**src/rtl/tablet_packet_event_decoder_unit_assert.svh**
```systemverilog
// assertion macros for the tablet packet event decoder
// used by the top level; needs nothing else
`ifndef TABLET_PACKET_EVENT_DECODER_UNIT_ASSERT_SVH
`define TABLET_PACKET_EVENT_DECODER_UNIT_ASSERT_SVH

// clocked assertion, disabled while the active-low reset is low
`define TPED_ASSERT_CLK(label, clk, rst_n, prop, msg) \
    label: assert property (@(posedge clk) disable iff (!rst_n) (prop)) else $error(msg);

// same, on the usual clock and reset of this block
`define TPED_ASSERT(label, prop, msg) \
    `TPED_ASSERT_CLK(label, i_clk, i_rst_n, prop, msg)

`endif

```
**src/rtl/tped_pkg.sv**
```systemverilog
// constants and codes for the tablet packet event decoder
// no dependencies
package tped_pkg;

    // packet layout
    localparam int PACKET_BYTES  = 7;
    localparam int IDX_W         = 3;
    localparam int PROX_BIT_POS  = 6;
    localparam int XSIGN_BIT_POS = 4;
    localparam int YSIGN_BIT_POS = 3;
    localparam logic [IDX_W-1:0] LAST_IDX = IDX_W'(PACKET_BYTES - 1);

    // field widths
    localparam int COORD_W = 15;
    localparam int RAW_W   = 14;
    localparam int PRES_W  = 10;
    localparam int BTN_W   = 3;
    localparam int NBTN    = 4;
    localparam int NEV     = 6;  // proximity, motion, four buttons
    localparam int TDATA_W = 48;
    localparam int TUSER_W = 2;
    localparam int CFG_W   = 14;

    // configuration register indexes
    localparam logic [1:0] CFG_ABS_MODE = 2'd0;
    localparam logic [1:0] CFG_MAX_Y    = 2'd1;
    localparam logic [1:0] CFG_CORE_PTR = 2'd2;

    // event kinds
    localparam logic [1:0] EV_PROX_IN  = 2'd0;
    localparam logic [1:0] EV_PROX_OUT = 2'd1;
    localparam logic [1:0] EV_MOTION   = 2'd2;
    localparam logic [1:0] EV_BUTTON   = 2'd3;

    // pending event slots
    localparam logic [2:0] SLOT_PROX   = 3'd0;
    localparam logic [2:0] SLOT_MOTION = 3'd1;
    localparam logic [2:0] SLOT_BTN1   = 3'd2;
    localparam logic [2:0] SLOT_BTN2   = 3'd3;
    localparam logic [2:0] SLOT_BTN3   = 3'd4;
    localparam logic [2:0] SLOT_BTN4   = 3'd5;

    typedef logic signed [COORD_W-1:0] t_coord;

endpackage

```
**src/rtl/tablet_packet_event_decoder_unit.sv**
```systemverilog
// Pen tablet serial byte stream to pointer events.
//
// Slave stream: one received byte per request on i_s_axis_tdata. A byte with
// bit 7 set starts a packet while waiting; the next six bytes complete it.
// Master stream: one event per request; tuser holds the event kind, tlast marks
// the final event that a packet causes. A packet may cause no event at all.
// Configuration: i_cfg_we writes i_cfg_wdata into register i_cfg_idx
// (0 absolute mode, 1 y extent, 2 core pointer); write only while idle.
//
// Throughput: one byte accepted per cycle, a held-off final byte apart. The
// final byte of a packet is decoded in the cycle it is accepted; its events
// (up to six) sit in a pending register and leave one per cycle, while the
// receiver takes them, through the output register after the pending one.
// The pending register is the limit: while it still holds events, a final
// byte is held off (tready low); all other bytes are taken every cycle.
// A stalled receiver holds the output register and its payload.
// Reset (synchronous, active low) returns to waiting for a header, clears the
// previous pen state, pending events and output valid, and loads register
// defaults (absolute mode on, y extent 16383, core pointer off).

`include "tablet_packet_event_decoder_unit_assert.svh"

module tablet_packet_event_decoder_unit
    import tped_pkg::*;
(
    input  logic               i_clk,
    input  logic               i_rst_n,
    // slave stream
    input  logic               i_s_axis_tvalid,
    output logic               o_s_axis_tready,
    input  logic [7:0]         i_s_axis_tdata,  // [7:0] rx_byte
    // master stream
    output logic               o_m_axis_tvalid,
    input  logic               i_m_axis_tready,
    // [14:0] pos_x, [29:15] pos_y, [39:30] pressure, [42:40] button_number,
    // [43] button_down, [44] abs_flag, [47:45] zero
    output logic [TDATA_W-1:0] o_m_axis_tdata,
    output logic [TUSER_W-1:0] o_m_axis_tuser,  // [1:0] event_kind
    output logic               o_m_axis_tlast,  // last_event
    // configuration
    input  logic               i_cfg_we,
    input  logic [1:0]         i_cfg_idx,
    input  logic [CFG_W-1:0]   i_cfg_wdata
);

    // configuration
    logic               r_abs_mode;
    logic [RAW_W-1:0]   r_max_y;
    logic               r_core_ptr;

    // byte capture
    logic [IDX_W-1:0]   r_idx;
    logic [7:0]         r_store [PACKET_BYTES-1];

    // previous pen state
    t_coord             r_prev_x;
    t_coord             r_prev_y;
    logic [PRES_W-1:0]  r_prev_z;
    logic [NBTN-1:0]    r_prev_btn;
    logic               r_prev_prox;

    // pending events of the last packet
    logic [NEV-1:0]     r_pmask;
    logic               r_p_prox;
    logic               r_p_abs;
    t_coord             r_p_x;
    t_coord             r_p_y;
    logic [PRES_W-1:0]  r_p_z;
    logic [NBTN-1:0]    r_p_btn;

    // output register
    logic               r_out_valid;
    logic [1:0]         r_out_kind;
    t_coord             r_out_x;
    t_coord             r_out_y;
    logic [PRES_W-1:0]  r_out_z;
    logic [BTN_W-1:0]   r_out_bnum;
    logic               r_out_bdown;
    logic               r_out_abs;
    logic               r_out_last;

    logic               s_fire;
    logic               pkt_done;
    logic [7:0]         b_in;
    logic [7:0]         hdr;
    logic [RAW_W-1:0]   x_raw;
    logic [RAW_W-1:0]   y_raw;
    t_coord             dec_x;
    t_coord             dec_y;
    logic [PRES_W-1:0]  dec_z;
    logic [NBTN-1:0]    dec_btn;
    logic               dec_prox;
    logic               motion;
    logic [NEV-1:0]     n_mask;

    logic               out_load;
    logic               pop;
    logic [2:0]         sel;
    logic [NEV-1:0]     pick;
    logic [NEV-1:0]     rest;
    logic [1:0]         n_kind;
    logic [BTN_W-1:0]   n_bnum;
    logic               n_bdown;
    logic               n_abs;

    // a final byte waits while the pending register still holds events
    assign o_s_axis_tready = !((r_idx == LAST_IDX) && (r_pmask != '0));
    assign s_fire          = i_s_axis_tvalid && o_s_axis_tready;
    assign pkt_done        = s_fire && (r_idx == LAST_IDX);
    assign b_in            = i_s_axis_tdata;

    // packet decode, final byte comes straight from the input
    always_comb begin
        hdr      = r_store[0];
        x_raw    = {r_store[2][6:0], r_store[1][6:0]};
        y_raw    = {r_store[4][6:0], r_store[3][6:0]};
        dec_z    = {r_store[5], b_in[0], b_in[4]};
        dec_btn  = {b_in[1], hdr[2:0]};
        dec_prox = !hdr[PROX_BIT_POS];
        if (r_abs_mode) begin
            dec_x = $signed({1'b0, x_raw});
            dec_y = $signed({1'b0, r_max_y}) - $signed({1'b0, y_raw});
        end else begin
            dec_x = hdr[XSIGN_BIT_POS] ? $signed({1'b0, x_raw}) : -$signed({1'b0, x_raw});
            dec_y = hdr[YSIGN_BIT_POS] ? $signed({1'b0, y_raw}) : -$signed({1'b0, y_raw});
        end
        if (r_abs_mode) begin
            motion = (r_prev_x != dec_x) || (r_prev_y != dec_y) || (r_prev_z != dec_z);
        end else begin
            motion = ((x_raw != '0) || (y_raw != '0)) && r_prev_prox;
        end
        if (dec_prox) begin
            n_mask = {dec_btn ^ r_prev_btn, motion, !r_prev_prox && !r_core_ptr};
        end else begin
            n_mask = {{(NEV-1){1'b0}}, !r_core_ptr && r_prev_prox};
        end
    end

    // event issue: lowest pending slot first
    assign out_load = !r_out_valid || i_m_axis_tready;
    assign pop      = out_load && (r_pmask != '0);
    assign pick     = r_pmask & (~r_pmask + NEV'(1));
    assign rest     = r_pmask & ~pick;

    always_comb begin
        priority if (r_pmask[0]) sel = SLOT_PROX;
        else if (r_pmask[1])     sel = SLOT_MOTION;
        else if (r_pmask[2])     sel = SLOT_BTN1;
        else if (r_pmask[3])     sel = SLOT_BTN2;
        else if (r_pmask[4])     sel = SLOT_BTN3;
        else                     sel = SLOT_BTN4;
    end

    always_comb begin
        n_kind  = EV_MOTION;
        n_bnum  = '0;
        n_bdown = 1'b0;
        n_abs   = r_p_abs;
        unique case (sel)
            SLOT_PROX: begin
                n_kind = r_p_prox ? EV_PROX_IN : EV_PROX_OUT;
                n_abs  = 1'b0;
            end
            SLOT_MOTION: begin
                n_kind = EV_MOTION;
            end
            SLOT_BTN1, SLOT_BTN2, SLOT_BTN3, SLOT_BTN4: begin
                n_kind  = EV_BUTTON;
                n_bnum  = sel - SLOT_MOTION;
                n_bdown = r_p_btn[2'(sel - SLOT_BTN1)];
            end
            default: begin
                n_kind = EV_MOTION;
            end
        endcase
    end

    // configuration registers
    always_ff @(posedge i_clk) begin
        if (!i_rst_n) begin
            r_abs_mode <= 1'b1;
            r_max_y    <= '1;
            r_core_ptr <= 1'b0;
        end else if (i_cfg_we) begin
            unique case (i_cfg_idx)
                CFG_ABS_MODE: r_abs_mode <= i_cfg_wdata[0];
                CFG_MAX_Y:    r_max_y    <= i_cfg_wdata[RAW_W-1:0];
                CFG_CORE_PTR: r_core_ptr <= i_cfg_wdata[0];
                default: ;
            endcase
        end
    end

    // byte counter and previous pen state
    always_ff @(posedge i_clk) begin
        if (!i_rst_n) begin
            r_idx       <= '0;
            r_prev_x    <= '0;
            r_prev_y    <= '0;
            r_prev_z    <= '0;
            r_prev_btn  <= '0;
            r_prev_prox <= 1'b0;
        end else if (s_fire) begin
            if (r_idx == '0) begin
                if (b_in[7]) begin
                    r_idx <= IDX_W'(1);
                end
            end else if (r_idx == LAST_IDX) begin
                r_idx <= '0;
                if (dec_prox) begin
                    r_prev_x   <= dec_x;
                    r_prev_y   <= dec_y;
                    r_prev_z   <= dec_z;
                    r_prev_btn <= dec_btn;
                end
                r_prev_prox <= dec_prox;
            end else begin
                r_idx <= r_idx + IDX_W'(1);
            end
        end
    end

    // packet bytes, no reset: each is written before it is read
    always_ff @(posedge i_clk) begin
        if (s_fire && (r_idx != LAST_IDX) && ((r_idx != '0) || b_in[7])) begin
            r_store[r_idx] <= b_in;
        end
    end

    // pending events
    always_ff @(posedge i_clk) begin
        if (!i_rst_n) begin
            r_pmask <= '0;
        end else begin
            priority if (pkt_done) begin
                r_pmask <= n_mask;
            end else if (pop) begin
                r_pmask <= rest;
            end
        end
    end

    always_ff @(posedge i_clk) begin
        if (pkt_done) begin
            r_p_prox <= dec_prox;
            r_p_abs  <= r_abs_mode;
            r_p_x    <= dec_x;
            r_p_y    <= dec_y;
            r_p_z    <= dec_z;
            r_p_btn  <= dec_btn;
        end
    end

    // output register
    always_ff @(posedge i_clk) begin
        if (!i_rst_n) begin
            r_out_valid <= 1'b0;
        end else if (out_load) begin
            r_out_valid <= (r_pmask != '0);
        end
    end

    always_ff @(posedge i_clk) begin
        if (pop) begin
            r_out_kind  <= n_kind;
            r_out_x     <= r_p_x;
            r_out_y     <= r_p_y;
            r_out_z     <= r_p_z;
            r_out_bnum  <= n_bnum;
            r_out_bdown <= n_bdown;
            r_out_abs   <= n_abs;
            r_out_last  <= (rest == '0);
        end
    end

    assign o_m_axis_tvalid = r_out_valid;
    assign o_m_axis_tuser  = r_out_kind;
    assign o_m_axis_tlast  = r_out_last;
    assign o_m_axis_tdata  = {3'b000, r_out_abs, r_out_bdown, r_out_bnum, r_out_z,
                              r_out_y, r_out_x};

    // checks
    `TPED_ASSERT(a_idx_range, r_idx <= LAST_IDX, "byte counter beyond packet length")
    `TPED_ASSERT(a_hold_only_busy, !o_s_axis_tready |-> (r_pmask != '0), "input held while idle")
    `TPED_ASSERT(a_pend_kept, (r_pmask != '0) |=> $stable(r_p_x), "pending packet overwritten")
    `TPED_ASSERT(a_one_per_pop, pop |=> ($countones(r_pmask) == $countones($past(r_pmask)) - 1), "event pop count wrong")

endmodule
```
**config.mk**
```make
export PLATFORM = sky130hd
export DESIGN_NAME = tablet_packet_event_decoder_unit
export DESIGN_NICKNAME = d
export VERILOG_FILES = /design/src/rtl/tped_pkg.sv /design/src/rtl/tablet_packet_event_decoder_unit.sv
export VERILOG_INCLUDE_DIRS = /design/src /design/src/rtl
export SDC_FILE = /design/constraint.sdc
export NUM_CORES = 1
export LEC_CHECK = 0
export BUFFER_PORTS_ARGS = -buffer_cell sky130_fd_sc_hd__buf_4
export CORE_MARGIN = 2
export CORE_UTILIZATION = 54
export DETAILED_ROUTE_END_ITERATION = 6
export PLACE_DENSITY = 0.86
export SYNTH_ARGS = -nofsm -noshare
export SYNTH_HDL_FRONTEND = slang
export SYNTH_SLANG_ARGS = --single-unit
```
**constraint.sdc**
```tcl
create_clock -name i_clk -period 3.4 [get_ports i_clk]
set_clock_uncertainty 0.05 [all_clocks]
set_input_delay 0.17 -clock i_clk [delete_from_list [all_inputs] [get_ports i_clk]]
set_output_delay 0.17 -clock i_clk [all_outputs]
set_load 0.02 [all_outputs]
```
# Word-level counts from Yosys, hierarchy flattened
# Memories as Yosys holds them, arrays and structs flattened.
# Index checks and enable logic that the tools add are counted.
dict set report totals {
  input_bits 29
  memories 1
  output_inout_bits 53
  ramBits 48
  word_cells 110
  regBits 165
}
# name words width read_ports rd_ports_with_merged_regs write_ports line_no
set memory_table {}
lappend memory_table {r_store 6 8 6 0 1 tablet_packet_event_decoder_unit.sv:53} ;# logic [7:0] r_store [PACKET_BYTES-1];
dict set report op_classes {
  addsub 7
  n_mux 22
  magnitude_cmp 1
  n_reduce_logical 35
  bitwise_logic 7
  n_eq_ne 12
}
# cell n
set op_table {}
lappend op_table {{$mux 15} 4}
lappend op_table {{$ne 15x15->1} 2}
lappend op_table {{$neg 14->15} 2}
lappend op_table {{$reduce_bool 14->1} 2}
lappend op_table {{$mux 3} 7}
lappend op_table {{$mux 6} 3}
lappend op_table {{$sub 14x14->15} 1}
lappend op_table {{$and 6x6->6} 2}
lappend op_table {{$not 6->6} 2}
lappend op_table {{$ne 10x10->1} 1}
lappend op_table {{$eq 3x3->1 const B} 3}
lappend op_table {{$logic_and 1x1->1} 9}
lappend op_table {{$reduce_and 2->1} 4}
lappend op_table {{$add 6x1->6 const B} 1}
lappend op_table {{$eq 3x2->1 const B} 2}
lappend op_table {{$logic_not 3->1} 2}
lappend op_table {{$logic_not 6->1} 1}
lappend op_table {{$mux 1} 6}
lappend op_table {{$reduce_bool 6->1} 1}
lappend op_table {{$logic_not 1->1} 5}
lappend op_table {{$logic_or 1x1->1} 5}
lappend op_table {{$pmux 2 s2} 1}
lappend op_table {{$reduce_and 4->1} 1}
lappend op_table {{$reduce_or 4->1} 1}
lappend op_table {{15 further kinds} 16}

# Longest topological paths before layout
# An unclocked memory read counts as a cell.
dict set report logic_depth {
  ltp_word 10
  depth_mapped 12
  ltp_nobuf 12
}

# Least setup slack after synthesis
# OpenSTA, ideal clock, no wires.
dict set report synth_path {
  path_type {reg2reg}
  from {register r_pmask[2]}
  to {register r_out_last (netlist: o_m_axis_tlast), enable pin}
  required_ns 2.891
  path_stages_with_launch 4
  arrival_ns 2.799
  slack_ns 0.092
  period_less_slack_ns 3.308
  path_buffers 0
  setup_ns 0.459
  cell_sequence {dfxtp_1 or3_4 nor4_4 nor2b_1}
}
dict set report synth_via {
  elab_chain_cells 2
}
# element line_no
set synth_lines {}
lappend synth_lines {{start: declaration} tablet_packet_event_decoder_unit.sv:63} ;# logic [NEV-1:0] r_pmask;
lappend synth_lines {{start signal: assignment} tablet_packet_event_decoder_unit.sv:236} ;# r_pmask <= n_mask;
lappend synth_lines {{start signal: assignment} tablet_packet_event_decoder_unit.sv:238} ;# r_pmask <= rest;
lappend synth_lines {{$reduce_bool 6->1} tablet_packet_event_decoder_unit.sv:141} ;# assign pop = out_load && (r_pmask != '0);
lappend synth_lines {{$logic_and 1x1->1} tablet_packet_event_decoder_unit.sv:141}
lappend synth_lines {{named net pop} tablet_packet_event_decoder_unit.sv:97} ;# logic pop;
lappend synth_lines {{end signal: assignment} tablet_packet_event_decoder_unit.sv:272} ;# r_out_last <= (rest == '0);
lappend synth_lines {{end: declaration} tablet_packet_event_decoder_unit.sv:80} ;# logic r_out_last;
# The timed path passes the listed nets, and every way through them passes these cells.
# A chain may end at the register's enable or synchronous reset.

==> flow_summary.toml <==
[yosys]
yosys.area.top_type = "edfxtp_1"
synth_area_mm2 = 0.00942
yosys.area_share.simple_pct = 16.2
synth-compound-area-share_pct = 11.4
synth_common_cells = "136 x edfxtp_1, 101 x nand2_1, 89 x nor2_1, 71 x dfxtp_1, 54 x a21oi_1"
synthArstFlopShare_pct = 0
synth_top_family_by_area = "simple AND/OR/NAND/NOR gates"
synthFlopType = "edfxtp_1"
seq_area_frac_synth_pct = 58.5
synth_fa_ha_area_share_pct = 2.71
synth_warnings = 0
synthTopCellsByArea = "edfxtp_1 43%, dfxtp_1 15%, nand2_1 4.0%"
synth_edf_count = 136
synthMostInstantiatedCell = "edfxtp_1"
syn_area_per_cell_um2 = 10.8
synth_top_area_share_pct = 43.4
synth.distinct_cells = 76
ys_ff_latch = 207
muxShareOfSynthArea_pct = 1.36
syn_inst = 870
synth_xor_area_share_pct = 6.22

[detailed_routing]
ant_nets = 0
post_drt_via_cell_ratio = 5.75
drt_iter0_drc = 692
routedWlPerCell_um = 18.1
wl_um = 22400
vias = 7082
first_pass_iters = 5
drcViolationCount = 0

[cts]
cts.clk_slew.worst_paths_ns = 0.06
clkLatencyLatePin_ns = 0.51
cts_tree = "yes"
post_cts_buffers = 0
cts_root_buf = "clkbuf_16"
cts_buffers = 21
clock-sinks = 207
clockBufferDepth = 3
h-tree-depth = 1

[floorplan]
start_util_pct = 54.8
rows = 48
dieArea_mm2 = 0.0185
core_area_mm2 = 0.0172
die_y_um = 136
die_w_um = 136
io_pins = 82

[placed_design]
dp.cells = 1155
hpwl_um = 15500
port_buffers = 78
gp_congestion = 0.915

[finish]
antenna_cells = 0
area_delta_synth_final_pct = 21.6
nets = 1040
drive_gt1_share_pct = 15.6
instances_no_fill = 1232

[min_path]
worstHoldStart = "i_s_axis_tvalid"
whs_path_depth = 4
whs_endpoint = "r_idx[0]$_SDFFE_PN0P_"
min_path_type = "in -> reg"

[pwr]
p_per_area_mw_per_mm2 = 484
vdd_drop_max_v = 0.000356
p_leak_nw = 4.25

[run]
drv_cap = 0

[global_routing]
grt_pass1_vias = 6533
grt_pass1_wl_um = 35200
antenna_found_initial = 0
grt_max_degree = 55
gr-total-overflow = 0
grt_use_total_pct = 24.6

[critical_path]
path_common_cell = "o31ai_1"
r2r_slack_ns = 0.23
worstSetupEndpointType = "flip-flop"
critPathBufInv = 0
crit_type = "reg -> reg"
reg2reg_depth = 11
timing.rr.start = "r_store[3][0]$_DFFE_PP_"
cp.required_ns = 3.72
crit_family = "compound AO/OA/AOI/OAI gates"
crit_chain = "ha_1 -> fa_1 -> nor2b_1 -> o21ai_1 -> a211oi_1 -> o31ai_1 -> a31oi_2 -> xor2_1 -> o31ai_1 -> nor4_1 -> a31oi_1"
cp.arrival_ns = 3.49
crit_slowest_cell = "fa_1"
crit_fanout = 3
slowest_delay_ns = 0.42
r2r-end = "r_pmask[1]$_SDFFE_PN0P_"
cp-start-kind = "flip-flop"

[timing]
finalCritPeriodShare_pct = 93.3
setup_tns_ns = 0
worst_pin_slew_ns = 1.12
slew_headroom_pct = 25.4
fmax_mhz = 315
finalHoldViolCount = 0
holdWs_ns = 0.0146
rsz0062_at_grt = "no"
setup_viol = 0
final_max_slew_viol_count = 0
period_minus_slack_ns = 3.17

[run_status]
status = "complete, no violations"
-- cells by family after synthesis --
family,count (synthesis)
other cells,1
flops,207
fa+ha+maj,20
xor+xnor,66
buf+inv,84
mux,10
compound gates,167
simple gates,315
-- worst max path at each step --
stage | startpoint | end | slack [ns] | depth (start not counted)
after floorplan | r_pmask[2]$_SDFFE_PN0P_ | o_m_axis_tlast$_DFFE_PP_ | 0.09 | 3
after global placement | r_store[3][0]$_DFFE_PP_ | r_pmask[1]$_SDFFE_PN0P_ | 0.43 | 11
after detailed placement | r_store[3][0]$_DFFE_PP_ | r_pmask[1]$_SDFFE_PN0P_ | 0.24 | 11
after CTS | r_store[3][0]$_DFFE_PP_ | r_pmask[1]$_SDFFE_PN0P_ | 0.22 | 11
after global routing | r_store[1][0]$_DFFE_PP_ | r_pmask[1]$_SDFFE_PN0P_ | 0.009 | 11
final | r_store[3][0]$_DFFE_PP_ | r_pmask[1]$_SDFFE_PN0P_ | 0.23 | 11
-- registers in the layout (all words and copies together) (netlist names), 14 cells and up --
register,count
r_max_y,14
r_out_x,15
r_out_y,15
r_store,42
r_p_x,15
r_p_y,15
r_prev_y,15
r_prev_x,15
-- where the power goes --
part,switching (mW),internal [mW]
registers,0.0207,2.69
clock network,0.941,1.55
logic,0.190,0.143
total,1.15,4.38
-- timing repair --
action	4_1_cts	5_1_grt
resized for setup	0	1
setup endpoints to repair	0	1
hold buffers	39	0
hold endpoints to repair	65	0
-- layer usage --
metal,GRT usage (%),routed length (um)
met2,38.8,10400
met5,0,0
met4,7.81,534
met1,35.0,9780
met3,3.95,1640
-- per-stage QoR --
step	power, mW	utilization, %	area (um^2)	setup slack, ns
final	5.53	66.6	11400	0.229
after detailed placement	3.05	59.9	10300	0.241
after CTS	5.56	66.6	11400	0.217
after global routing	5.71	66.6	11400	0.00909
after floorplan	2.95	-	9420	0.0921
after global placement	3.04	59.9	10300	0.434
-- worst register-to-register path, cell delays in order (launching register included) --
cell	delay (ns)
edfxtp_1	0.41
ha_1	0.23
fa_1	0.42
nor2b_1	0.24
o21ai_1	0.16
a211oi_1	0.35
o31ai_1	0.15
a31oi_2	0.28
xor2_1	0.20
o31ai_1	0.09
nor4_1	0.34
a31oi_1	0.13
-- placed cells by master, fill, tap and decap left out, types with 32 or more instances in the layout --
| master | count |
|---|---|
| edfxtp_1 | 136 |
| nand2_1 | 101 |
| buf_4 | 101 |
| nor2_1 | 88 |
| dfxtp_1 | 71 |
| a21oi_1 | 54 |
| dlygate4sd3_1 | 39 |
| inv_1 | 36 |
| xor2_1 | 33 |
| xnor2_1 | 32 |
-- final cells by class --
class,instances,area (um^2)
fill,1324,5730
multi-input combinational,581,3600
tap,225,282
inverter,41,154
clock inverter,12,163
timing repair buffer,140,1150
clock buffer,26,597
sequential,207,5510
Note: power is estimated with default switching activity, not from simulation.
